==> src/rtl/mcc_pkg.sv <==
// Shared types, opcodes and constants of the microstepped 16-bit core.
package mcc_pkg;

  localparam int unsigned WordW = 16;

  // Register map of the configuration port
  localparam logic CFG_IDX_START = 1'b0;
  localparam logic [WordW-1:0] START_ADDR_RST = 16'hE000;

  // Micro-step numbers
  localparam logic [2:0] STEP_IDLE      = 3'd0;
  localparam logic [2:0] STEP_FETCH_OP  = 3'd1;
  localparam logic [2:0] STEP_FETCH_ARG = 3'd2;
  localparam logic [2:0] STEP_EXEC      = 3'd3;
  localparam logic [2:0] STEP_LAST      = 3'd5;

  // Flag bit positions
  localparam int unsigned FLAG_HALT   = 0;
  localparam int unsigned FLAG_CARRY  = 1;
  localparam int unsigned FLAG_EQUAL  = 2;
  localparam int unsigned FLAG_BORROW = 3;

  // Opcodes
  localparam logic [7:0] OP_HLT     = 8'h01;
  localparam logic [7:0] OP_ST      = 8'h10;
  localparam logic [7:0] OP_ST_IND  = 8'h11;
  localparam logic [7:0] OP_LD      = 8'h12;
  localparam logic [7:0] OP_LD_IND  = 8'h13;
  localparam logic [7:0] OP_LDI     = 8'h14;
  localparam logic [7:0] OP_MOV     = 8'h15;
  localparam logic [7:0] OP_GET_SP  = 8'h16;
  localparam logic [7:0] OP_SET_SP  = 8'h17;
  localparam logic [7:0] OP_CMPI    = 8'h20;
  localparam logic [7:0] OP_CMPM    = 8'h21;
  localparam logic [7:0] OP_CMPM_IND = 8'h22;
  localparam logic [7:0] OP_CMPR    = 8'h23;
  localparam logic [7:0] OP_JMP     = 8'h30;
  localparam logic [7:0] OP_BEQ     = 8'h31;
  localparam logic [7:0] OP_BLT     = 8'h32;
  localparam logic [7:0] OP_BNE     = 8'h33;
  localparam logic [7:0] OP_BCS     = 8'h34;
  localparam logic [7:0] OP_ADDR    = 8'h40;
  localparam logic [7:0] OP_ADDI    = 8'h41;
  localparam logic [7:0] OP_SUBR    = 8'h42;
  localparam logic [7:0] OP_SUBI    = 8'h43;
  localparam logic [7:0] OP_ANDR    = 8'h44;
  localparam logic [7:0] OP_ANDI    = 8'h45;
  localparam logic [7:0] OP_XORR    = 8'h46;
  localparam logic [7:0] OP_XORI    = 8'h47;
  localparam logic [7:0] OP_ORR     = 8'h48;
  localparam logic [7:0] OP_ORI     = 8'h49;
  localparam logic [7:0] OP_SHR     = 8'h4A;
  localparam logic [7:0] OP_PUSH    = 8'h50;
  localparam logic [7:0] OP_POP     = 8'h51;
  localparam logic [7:0] OP_CALL    = 8'h52;
  localparam logic [7:0] OP_RET     = 8'h53;
  localparam logic [7:0] OP_CLC     = 8'h60;
  localparam logic [7:0] OP_CLE     = 8'h61;
  localparam logic [7:0] OP_CLB     = 8'h62;

  typedef struct packed {
    logic [WordW-1:0] ip;
    logic [WordW-1:0] sp;
    logic [WordW-1:0] iw;
    logic [3:0]       flags;
    logic [2:0]       step;
    logic [WordW-1:0] addr;
    logic [WordW-1:0] dout;
    logic             wm;
  } core_state_t;

  typedef struct packed {
    logic             en;
    logic [WordW-1:0] data;
  } gp_wr_t;

  // Unsigned compare: keep halt and carry, recompute equal and borrow
  function automatic logic [3:0] cmp_flags(logic [3:0] flags, logic [WordW-1:0] a,
                                           logic [WordW-1:0] b);
    logic [3:0] f;
    f = flags & 4'b0011;
    f[FLAG_EQUAL]  = (a == b);
    f[FLAG_BORROW] = (a < b);
    return f;
  endfunction

endpackage

==> src/rtl/mcc_if.sv <==
// Valid/ready channel interfaces for read words in and bus results out.
interface mcc_in_if;
  logic        valid;
  logic        ready;
  logic [15:0] read_data;

  modport source (output valid, output read_data, input ready);
  modport sink (input valid, input read_data, output ready);
endinterface

interface mcc_out_if;
  logic        valid;
  logic        ready;
  logic [15:0] bus_address;
  logic [15:0] write_data;
  logic        write_strobe;
  logic [3:0]  status_flags;

  modport source (output valid, output bus_address, output write_data,
                  output write_strobe, output status_flags, input ready);
  modport sink (input valid, input bus_address, input write_data,
                input write_strobe, input status_flags, output ready);
endinterface

==> src/rtl/mcc_regfile.sv <==
// General register file: one write port, two registered read ports with bypass.
module mcc_regfile #(
  parameter int REG_COUNT = 16,
  localparam int IDX_W = $clog2(REG_COUNT)
) (
  input  logic             clk_i,
  input  logic             rst_ni,
  input  logic             rd_en_i,
  input  logic [IDX_W-1:0] ra_addr_i,
  input  logic [IDX_W-1:0] rs_addr_i,
  input  logic             we_i,
  input  logic [IDX_W-1:0] waddr_i,
  input  logic [15:0]      wdata_i,
  output logic [15:0]      ra_data_o,
  output logic [15:0]      rs_data_o
);
  import mcc_pkg::*;

  logic [WordW-1:0] mem_q [REG_COUNT];
  logic [REG_COUNT-1:0] vld_q;
  logic [WordW-1:0] ra_q;
  logic [WordW-1:0] rs_q;

  // An entry never written reads as zero
  always_ff @(posedge clk_i or negedge rst_ni) begin
    if (!rst_ni) begin
      vld_q <= '0;
    end else if (we_i) begin
      vld_q[waddr_i] <= 1'b1;
    end
  end

  always_ff @(posedge clk_i) begin
    if (we_i) begin
      mem_q[waddr_i] <= wdata_i;
    end
    if (rd_en_i) begin
      if (we_i && (waddr_i == ra_addr_i)) begin
        ra_q <= wdata_i;
      end else if (vld_q[ra_addr_i]) begin
        ra_q <= mem_q[ra_addr_i];
      end else begin
        ra_q <= '0;
      end
      if (we_i && (waddr_i == rs_addr_i)) begin
        rs_q <= wdata_i;
      end else if (vld_q[rs_addr_i]) begin
        rs_q <= mem_q[rs_addr_i];
      end else begin
        rs_q <= '0;
      end
    end
  end

  assign ra_data_o = ra_q;
  assign rs_data_o = rs_q;

endmodule

==> src/rtl/mcc_exec.sv <==
// Next-state logic for one bus cycle: fetch steps and opcode execution.
module mcc_exec (
  input  mcc_pkg::core_state_t st_i,
  input  logic [15:0]          v_i,
  input  logic [15:0]          ra_i,
  input  logic [15:0]          rs_i,
  output mcc_pkg::core_state_t st_o,
  output mcc_pkg::gp_wr_t      wr_o
);
  import mcc_pkg::*;

  logic [2:0]       step_n;
  logic [7:0]       op;
  logic             done;
  logic [WordW-1:0] b;
  logic [WordW:0]   sum;
  logic [WordW-1:0] sp_inc;

  always_comb begin
    st_o      = st_i;
    wr_o.en   = 1'b0;
    wr_o.data = v_i;
    step_n    = st_i.step + 3'd1;
    op        = st_i.iw[15:8];
    done      = 1'b0;
    b         = v_i;
    sum       = '0;
    sp_inc    = st_i.sp + 16'd1;

    if (step_n == STEP_FETCH_OP) begin
      st_o.addr = st_i.ip;
      st_o.wm   = 1'b0;
      st_o.ip   = st_i.ip + 16'd1;
    end else if (step_n == STEP_FETCH_ARG) begin
      st_o.iw   = v_i;
      st_o.addr = st_i.ip;
      st_o.wm   = 1'b0;
      st_o.ip   = st_i.ip + 16'd1;
    end else begin
      done = 1'b1;
      case (op)
        OP_HLT: st_o.flags[FLAG_HALT] = 1'b1;
        OP_ST: begin
          st_o.addr = v_i;
          st_o.dout = ra_i;
          st_o.wm   = 1'b1;
        end
        OP_ST_IND: begin
          st_o.addr = v_i;
          if (step_n == STEP_EXEC) begin
            st_o.wm = 1'b0;
            done    = 1'b0;
          end else begin
            st_o.dout = ra_i;
            st_o.wm   = 1'b1;
          end
        end
        OP_LD: begin
          if (step_n == STEP_EXEC) begin
            st_o.addr = v_i;
            st_o.wm   = 1'b0;
            done      = 1'b0;
          end else begin
            wr_o.en = 1'b1;
          end
        end
        OP_LD_IND: begin
          if (step_n < STEP_LAST) begin
            st_o.addr = v_i;
            st_o.wm   = 1'b0;
            done      = 1'b0;
          end else begin
            wr_o.en = 1'b1;
          end
        end
        OP_LDI: wr_o.en = 1'b1;
        OP_MOV: begin
          wr_o.en   = 1'b1;
          wr_o.data = rs_i;
        end
        OP_GET_SP: begin
          wr_o.en   = 1'b1;
          wr_o.data = st_i.sp;
        end
        OP_SET_SP: st_o.sp = ra_i;
        OP_CMPI: st_o.flags = cmp_flags(st_i.flags, ra_i, v_i);
        OP_CMPM: begin
          if (step_n == STEP_EXEC) begin
            st_o.addr = v_i;
            st_o.wm   = 1'b0;
            done      = 1'b0;
          end else begin
            st_o.flags = cmp_flags(st_i.flags, ra_i, v_i);
          end
        end
        OP_CMPM_IND: begin
          if (step_n < STEP_LAST) begin
            st_o.addr = v_i;
            st_o.wm   = 1'b0;
            done      = 1'b0;
          end else begin
            st_o.flags = cmp_flags(st_i.flags, ra_i, v_i);
          end
        end
        OP_CMPR: st_o.flags = cmp_flags(st_i.flags, ra_i, rs_i);
        OP_JMP: st_o.ip = v_i;
        OP_BEQ: if (st_i.flags[FLAG_EQUAL]) st_o.ip = v_i;
        OP_BLT: if (st_i.flags[FLAG_BORROW]) st_o.ip = v_i;
        OP_BNE: if (!st_i.flags[FLAG_EQUAL]) st_o.ip = v_i;
        OP_BCS: if (st_i.flags[FLAG_CARRY]) st_o.ip = v_i;
        OP_ADDR, OP_ADDI: begin
          b         = (op == OP_ADDR) ? rs_i : v_i;
          sum       = {1'b0, ra_i} + {1'b0, b};
          wr_o.en   = 1'b1;
          wr_o.data = sum[WordW-1:0];
          if (sum[WordW]) st_o.flags[FLAG_CARRY] = 1'b1;
        end
        OP_SUBR, OP_SUBI: begin
          b         = (op == OP_SUBR) ? rs_i : v_i;
          wr_o.en   = 1'b1;
          wr_o.data = ra_i - b;
          if (ra_i < b) st_o.flags[FLAG_CARRY] = 1'b1;
        end
        OP_ANDR: begin
          wr_o.en   = 1'b1;
          wr_o.data = ra_i & rs_i;
        end
        OP_ANDI: begin
          wr_o.en   = 1'b1;
          wr_o.data = ra_i & v_i;
        end
        OP_XORR: begin
          wr_o.en   = 1'b1;
          wr_o.data = ra_i ^ rs_i;
        end
        OP_XORI: begin
          wr_o.en   = 1'b1;
          wr_o.data = ra_i ^ v_i;
        end
        OP_ORR: begin
          wr_o.en   = 1'b1;
          wr_o.data = ra_i | rs_i;
        end
        OP_ORI: begin
          wr_o.en   = 1'b1;
          wr_o.data = ra_i | v_i;
        end
        OP_SHR: begin
          wr_o.en   = 1'b1;
          wr_o.data = {1'b0, ra_i[WordW-1:1]};
        end
        OP_PUSH: begin
          st_o.addr = st_i.sp;
          st_o.dout = ra_i;
          st_o.wm   = 1'b1;
          st_o.sp   = st_i.sp - 16'd1;
        end
        OP_POP, OP_RET: begin
          if (step_n == STEP_EXEC) begin
            // pre-increment, then read the top of stack
            st_o.sp   = sp_inc;
            st_o.addr = sp_inc;
            st_o.wm   = 1'b0;
            done      = 1'b0;
          end else if (op == OP_POP) begin
            wr_o.en = 1'b1;
          end else begin
            st_o.ip = v_i;
          end
        end
        OP_CALL: begin
          st_o.addr = st_i.sp;
          st_o.dout = st_i.ip;
          st_o.wm   = 1'b1;
          st_o.sp   = st_i.sp - 16'd1;
          st_o.ip   = v_i;
        end
        OP_CLC: st_o.flags[FLAG_CARRY] = 1'b0;
        OP_CLE: st_o.flags[FLAG_EQUAL] = 1'b0;
        OP_CLB: st_o.flags[FLAG_BORROW] = 1'b0;
        default: ;
      endcase
    end

    if (done || (step_n >= STEP_LAST)) begin
      st_o.step = STEP_IDLE;
    end else begin
      st_o.step = step_n;
    end
  end

endmodule

==> src/rtl/microstep_cpu_core_16bit.sv <==
// A read word waits in an input register; its bus result goes to a result register on out_o.
// Throughput: one word per cycle unless the output stalls; the two registers part the channels.
// The result register frees and refills in the same cycle, so a stalled output only holds input.
// Reset: flags, step counter, stack pointer and bus outputs clear; the instruction pointer
// loads 0xE000, as does the start register; the general registers read zero until written.
module microstep_cpu_core_16bit #(
  parameter int REG_COUNT = 16
) (
  input  logic        clk_i,
  input  logic        rst_ni,
  mcc_in_if.sink      in_i,
  mcc_out_if.source   out_o,
  input  logic        psel,
  input  logic        penable,
  input  logic        pwrite,
  input  logic [2:0]  paddr,
  input  logic [31:0] pwdata,
  output logic [31:0] prdata,
  output logic        pready
);
  import mcc_pkg::*;

  localparam int IDX_W = $clog2(REG_COUNT);

  logic [WordW-1:0] start_q;
  core_state_t      st_q;
  core_state_t      st_d;
  core_state_t      exec_st;
  gp_wr_t           exec_wr;
  logic             in_vld_q;
  logic [WordW-1:0] v_q;
  logic             out_vld_q;
  logic             proc;
  logic             in_acc;
  logic             cfg_we;
  logic [WordW-1:0] ra_data;
  logic [WordW-1:0] rs_data;
  logic [IDX_W-1:0] idx_tab [256];

  // Register number modulo REG_COUNT, as a constant table
  for (genvar g = 0; g < 256; g++) begin : g_idx
    assign idx_tab[g] = IDX_W'(g % REG_COUNT);
  end

  assign proc   = in_vld_q && (!out_vld_q || out_o.ready);
  assign in_acc = in_i.valid && in_i.ready;
  assign in_i.ready = !in_vld_q || proc;

  // Configuration port
  assign pready = 1'b1;
  assign cfg_we = psel && penable && pwrite && (paddr[2] == CFG_IDX_START);
  assign prdata = (paddr[2] == CFG_IDX_START) ? {16'b0, start_q} : '0;

  always_ff @(posedge clk_i or negedge rst_ni) begin
    if (!rst_ni) begin
      start_q <= START_ADDR_RST;
    end else if (cfg_we) begin
      start_q <= pwdata[WordW-1:0];
    end
  end

  // Input register
  always_ff @(posedge clk_i or negedge rst_ni) begin
    if (!rst_ni) begin
      in_vld_q <= 1'b0;
    end else if (in_i.ready) begin
      in_vld_q <= in_i.valid;
    end
  end

  always_ff @(posedge clk_i) begin
    if (in_acc) begin
      v_q <= in_i.read_data;
    end
  end

  mcc_exec u_exec (
    .st_i (st_q),
    .v_i  (v_q),
    .ra_i (ra_data),
    .rs_i (rs_data),
    .st_o (exec_st),
    .wr_o (exec_wr)
  );

  assign st_d = proc ? exec_st : st_q;

  // Reads for the next word see the instruction word this cycle leaves behind
  mcc_regfile #(
    .REG_COUNT (REG_COUNT)
  ) u_regfile (
    .clk_i     (clk_i),
    .rst_ni    (rst_ni),
    .rd_en_i   (in_acc),
    .ra_addr_i (idx_tab[st_d.iw[7:0]]),
    .rs_addr_i (idx_tab[in_i.read_data[7:0]]),
    .we_i      (proc && exec_wr.en),
    .waddr_i   (idx_tab[st_q.iw[7:0]]),
    .wdata_i   (exec_wr.data),
    .ra_data_o (ra_data),
    .rs_data_o (rs_data)
  );

  // Core state; the bus fields double as the result register
  always_ff @(posedge clk_i or negedge rst_ni) begin
    if (!rst_ni) begin
      st_q <= '{ip: START_ADDR_RST, default: '0};
    end else if (proc) begin
      st_q <= st_d;
    end else if (cfg_we) begin
      st_q.ip <= pwdata[WordW-1:0];
    end
  end

  always_ff @(posedge clk_i or negedge rst_ni) begin
    if (!rst_ni) begin
      out_vld_q <= 1'b0;
    end else if (proc) begin
      out_vld_q <= 1'b1;
    end else if (out_o.ready) begin
      out_vld_q <= 1'b0;
    end
  end

  assign out_o.valid        = out_vld_q;
  assign out_o.bus_address  = st_q.addr;
  assign out_o.write_data   = st_q.dout;
  assign out_o.write_strobe = st_q.wm;
  assign out_o.status_flags = st_q.flags;

endmodule

==> src/flat_wrapper.sv <==
// flat-port wrapper written by rule: the top's interface ports become plain ports
module microstep_cpu_core_16bit_flat import mcc_pkg::*;
#(
  parameter int REG_COUNT = 16
)
  (clk_i, rst_ni, psel, penable, pwrite, paddr, pwdata, prdata, pready, in_i_valid, in_i_read_data, in_i_ready, out_o_valid, out_o_bus_address, out_o_write_data, out_o_write_strobe, out_o_status_flags, out_o_ready);
  mcc_in_if in_i_i ();
  mcc_out_if out_o_i ();
  input  logic clk_i;
  input  logic rst_ni;
  input  logic psel;
  input  logic penable;
  input  logic pwrite;
  input  logic [2:0] paddr;
  input  logic [31:0] pwdata;
  output logic [31:0] prdata;
  output logic pready;
  input wire logic [$bits(in_i_i.valid)-1:0] in_i_valid;
  input wire logic [$bits(in_i_i.read_data)-1:0] in_i_read_data;
  output wire logic [$bits(in_i_i.ready)-1:0] in_i_ready;
  output wire logic [$bits(out_o_i.valid)-1:0] out_o_valid;
  output wire logic [$bits(out_o_i.bus_address)-1:0] out_o_bus_address;
  output wire logic [$bits(out_o_i.write_data)-1:0] out_o_write_data;
  output wire logic [$bits(out_o_i.write_strobe)-1:0] out_o_write_strobe;
  output wire logic [$bits(out_o_i.status_flags)-1:0] out_o_status_flags;
  input wire logic [$bits(out_o_i.ready)-1:0] out_o_ready;
  assign in_i_i.valid = in_i_valid;
  assign in_i_i.read_data = in_i_read_data;
  assign in_i_ready = in_i_i.ready;
  assign out_o_valid = out_o_i.valid;
  assign out_o_bus_address = out_o_i.bus_address;
  assign out_o_write_data = out_o_i.write_data;
  assign out_o_write_strobe = out_o_i.write_strobe;
  assign out_o_status_flags = out_o_i.status_flags;
  assign out_o_i.ready = out_o_ready;
  microstep_cpu_core_16bit #(.REG_COUNT(REG_COUNT)) u_core (.clk_i(clk_i), .rst_ni(rst_ni), .in_i(in_i_i), .out_o(out_o_i), .psel(psel), .penable(penable), .pwrite(pwrite), .paddr(paddr), .pwdata(pwdata), .prdata(prdata), .pready(pready));
endmodule
==> config.mk <==
export PLATFORM = sky130hd
export DESIGN_NAME = microstep_cpu_core_16bit_flat
export DESIGN_NICKNAME = d
export VERILOG_FILES = /design/src/rtl/mcc_pkg.sv /design/src/rtl/mcc_if.sv /design/src/rtl/mcc_regfile.sv /design/src/rtl/mcc_exec.sv /design/src/rtl/microstep_cpu_core_16bit.sv /design/src/flat_wrapper.sv
export SDC_FILE = /design/constraint.sdc
export NUM_CORES = 1
export LEC_CHECK = 0
export ABC_AREA = 1
export BUFFER_PORTS_ARGS = -buffer_cell sky130_fd_sc_hd__buf_2
export CELL_PAD_IN_SITES_DETAIL_PLACEMENT = 0
export CELL_PAD_IN_SITES_GLOBAL_PLACEMENT = 1
export CORE_ASPECT_RATIO = 1.2
export CORE_MARGIN = 2
export CORE_UTILIZATION = 36
export CTS_BUF_LIST = sky130_fd_sc_hd__clkbuf_2 sky130_fd_sc_hd__clkbuf_4 sky130_fd_sc_hd__clkbuf_8
export DETAILED_ROUTE_END_ITERATION = 10
export PLACE_DENSITY = 0.69
export SLEW_MARGIN = 20
export SYNTH_ARGS = -nofsm -noshare
export SYNTH_HDL_FRONTEND = slang
export SYNTH_HIERARCHICAL = 1
export SYNTH_SLANG_ARGS = --single-unit
==> constraint.sdc <==
create_clock -name clk_i -period 6.2 [get_ports clk_i]
set_input_delay 1.24 -clock clk_i [delete_from_list [all_inputs] [get_ports clk_i]]
set_output_delay 1.24 -clock clk_i [all_outputs]
set_load 0.01 [all_outputs]
==> impl_metrics.tcl <==
set metrics [dict create \
    min_to "u_core/u_regfile/vld_q[8]$_DFFE_PN0P_" \
    hp-start "u_core/u_regfile/vld_q[8]$_DFFE_PN0P_" \
    grt_usage_pct 26.8 \
    cts_tree "done" \
    synth_area_um2 31600 \
    dp_slack_ns 1.16 \
    clkPwrFrac_pct 19.2 \
    hold_path.class "reg2reg" \
    clockBufferDepth 3 \
    drt_iter0_drc 2655 \
    cp-end-kind "register" \
    fin_ws_ns 1.41 \
    post_cts_buffers 0 \
    grt_max_degree 105 \
    critPathRequiredTime_ns 6.75 \
    swShare_pct 50.1 \
    slew_viol_final 0 \
    drt-met1-wl_mm 50.0 \
    cts_resized 0 \
    rrSetupSlack_ns 1.41 \
    p_per_area_nw_per_um2 435 \
    cts_hold_buffers 0 \
    core_area_um2 86500 \
    switchingPower_w 0.00738 \
    cts.sinks 422 \
    finalHoldViolations 0 \
    worstMarginPinSlew_ns 1.15 \
    num_rows 118 \
    power.leakage_nw 16.2 \
    ios 130 \
    setup-tns-final_ns 0 \
    fin_crit_ns 4.79 \
    max_slew_margin_pct 23.0 \
    path_max_fanout 27 \
    fin_crit_sh_pct 77.2 \
    arrival_ns 5.34 \
    start_util_pct 36.5 \
    drive_gt1_share_pct 9.35 \
    clkLatencyLatePin_ns 0.73 \
    drtPass1Iterations 6 \
    cts_root_buf "clkbuf_8" \
    rsz0062_at_grt "no" \
    intPower_w 0.00735 \
    start_kind "register" \
    wl_per_cell_um 21.2 \
    cts.clk_slew.worst_paths_ns 0.06 \
    cts_made_buffers 78 \
    drt_drc_violations_left 0 \
    htree_levels 3 \
    syn_inst 4587 \
    antenna_found_initial 2 \
    die_width_um 274 \
    num-nets-final 4685 \
    p_seq_share_pct 28.9 \
    ant_nets 0 \
    r2r_cells 18 \
    place_congestion 0.970 \
    syn2layout_area_growth_pct 7.30 \
    drt_wl_total_mm 122 \
    dp_hpwl_mm 81.2 \
    worstHoldPathCells 2 \
    max_freq_mhz 209 \
    combPwrFrac_pct 51.9 \
    met3_length_mm 7.63 \
    ir_worst_vdd_mv 0.255 \
    yosys_warnings 6 \
    grt_pass1_vias 28800 \
    routed-wl-met2_mm 58.2 \
    portBuffers 94 \
    reg2reg_to "u_core/u_regfile/ra_data_o[8]$_DFFE_PP_" \
    setup_violations 0 \
    maxCapViolations 0 \
    outcome "completed" \
    topRoutingLayerUsed "met4" \
    clock_skew_ns 0.0551 \
    grt_pass1_wl_mm 182 \
    grt_overflow 0 \
    die_area_um2 90100 \
    vias 30500 \
    timing.rr.start "u_core/st_q[49]$_DFFE_PN0P_" \
    worstSetupPathType "reg2reg" \
    syn_area_per_cell_um2 6.88 \
    die_h_um 328 \
    vias_per_cell 5.31 \
]
[worst max-delay path: stages (launching register included)]
cell	delay, ns
dfrtp_1	0.59
inv_1	0.32
nand3_4	0.21
inv_1	0.09
nand2_1	0.24
buf_4	0.35
o21ai_0	0.13
ha_1	0.32
fa_1	0.53
nand2_1	0.11
nand3_1	0.13
nand2_1	0.11
a21boi_0	0.08
o21ai_0	0.65
nor2_1	0.12
nor2_1	0.20
buf_4	0.29
nand2_1	0.08
nand2_1	0.07
[metrics by stage]
step / hold slack [ns] / area [um^2] / instances / util [%] / power [W]
3_3_place_gp: 0.453 / 32300 / 5610 / 37.3 / 0.0118
3_5_place_dp: 0.461 / 32300 / 5610 / 37.3 / 0.0118
5_1_grt: 0.501 / 33900 / 5750 / 39.1 / 0.0158
6_report: 0.472 / 33900 / 5752 / 39.1 / 0.0147
2_1_floorplan: 0.439 / 31600 / 4602 / - / 0.00949
4_1_cts: 0.475 / 33900 / 5749 / 39.1 / 0.0147
[state kept, by name, summed over array words and instances, names as in the netlist]
signal and cells:
u_core/u_regfile/vld_q 16, u_core/u_regfile/mem_q 256, u_core/out_o.bus_address 16, u_core/in_vld_q 1, u_core/out_o.valid 1, u_core/st_q 47, u_core/out_o.status_flags 4, u_core/start_q 16
u_core/u_regfile/ra_data_o 16, u_core/v_q 16, u_core/u_regfile/rs_data_o 16, u_core/out_o.write_data 16, u_core/out_o.write_strobe 1
[layer usage]
metal,vias up,track usage (%)
met5,-,0
met4,0,12.9
met3,286,3.21
met2,1170,45.7
met1,14300,33.6
li1,14700,-
[placed cells by master (no fill, tap or decap), types with 17 or more instances in the layout]
cell,n
nor2_1,255
nand3_1,732
conb_1,17
edfxtp_1,304
nand2_1,1609
o22ai_1,28
clkbuf_4,33
ha_1,75
inv_1,550
buf_4,68
nand4_1,39
a21oi_1,88
nand2_2,28
dfrtp_1,112
nor3_1,26
inv_2,17
o21ai_0,183
clkbuf_8,85
o21ai_1,23
o211ai_1,57
nor2_2,22
buf_2,92
[worst max path at each step]
stage,from,endpoint,slack (ns),depth (start not counted)
floorplan,u_core/st_q[52]$_DFFE_PN0P_,u_core/u_regfile/ra_data_o[12]$_DFFE_PP_,2.66,23
global placement,out_o_ready,u_core/u_regfile/ra_data_o[3]$_DFFE_PP_,1.16,15
detailed placement,out_o_ready,u_core/u_regfile/ra_data_o[10]$_DFFE_PP_,1.16,15
CTS,u_core/st_q[49]$_DFFE_PN0P_,u_core/u_regfile/rs_data_o[8]$_DFFE_PP_,1.40,18
global route,u_core/st_q[49]$_DFFE_PN0P_,u_core/u_regfile/rs_data_o[11]$_DFFE_PP_,1.11,21
finish,u_core/st_q[49]$_DFFE_PN0P_,u_core/u_regfile/ra_data_o[8]$_DFFE_PP_,1.41,18
[power groups by stage]
stage                     registers, W  clock network [W]  logic (W)
after floorplan                0.00396                  0    0.00553
after global placement         0.00430                  0    0.00751
after detailed placement       0.00431                  0    0.00753
after CTS                      0.00425            0.00291    0.00756
after global routing           0.00430            0.00301    0.00847
final                          0.00426            0.00283    0.00764
[layout make-up]
type | count | area, um^2
Multi-Input combinational cell | 3304 | 15500
Timing Repair Buffer | 163 | 1020
Tap cell | 1140 | 1430
Clock buffer | 118 | 1420
Inverter | 581 | 2210
Fill cell | 9332 | 52600
Clock inverter | 21 | 173
Antenna cell | 3 | 7.51
Sequential cell | 422 | 12100
Note: power is estimated with default switching activity, not from simulation.
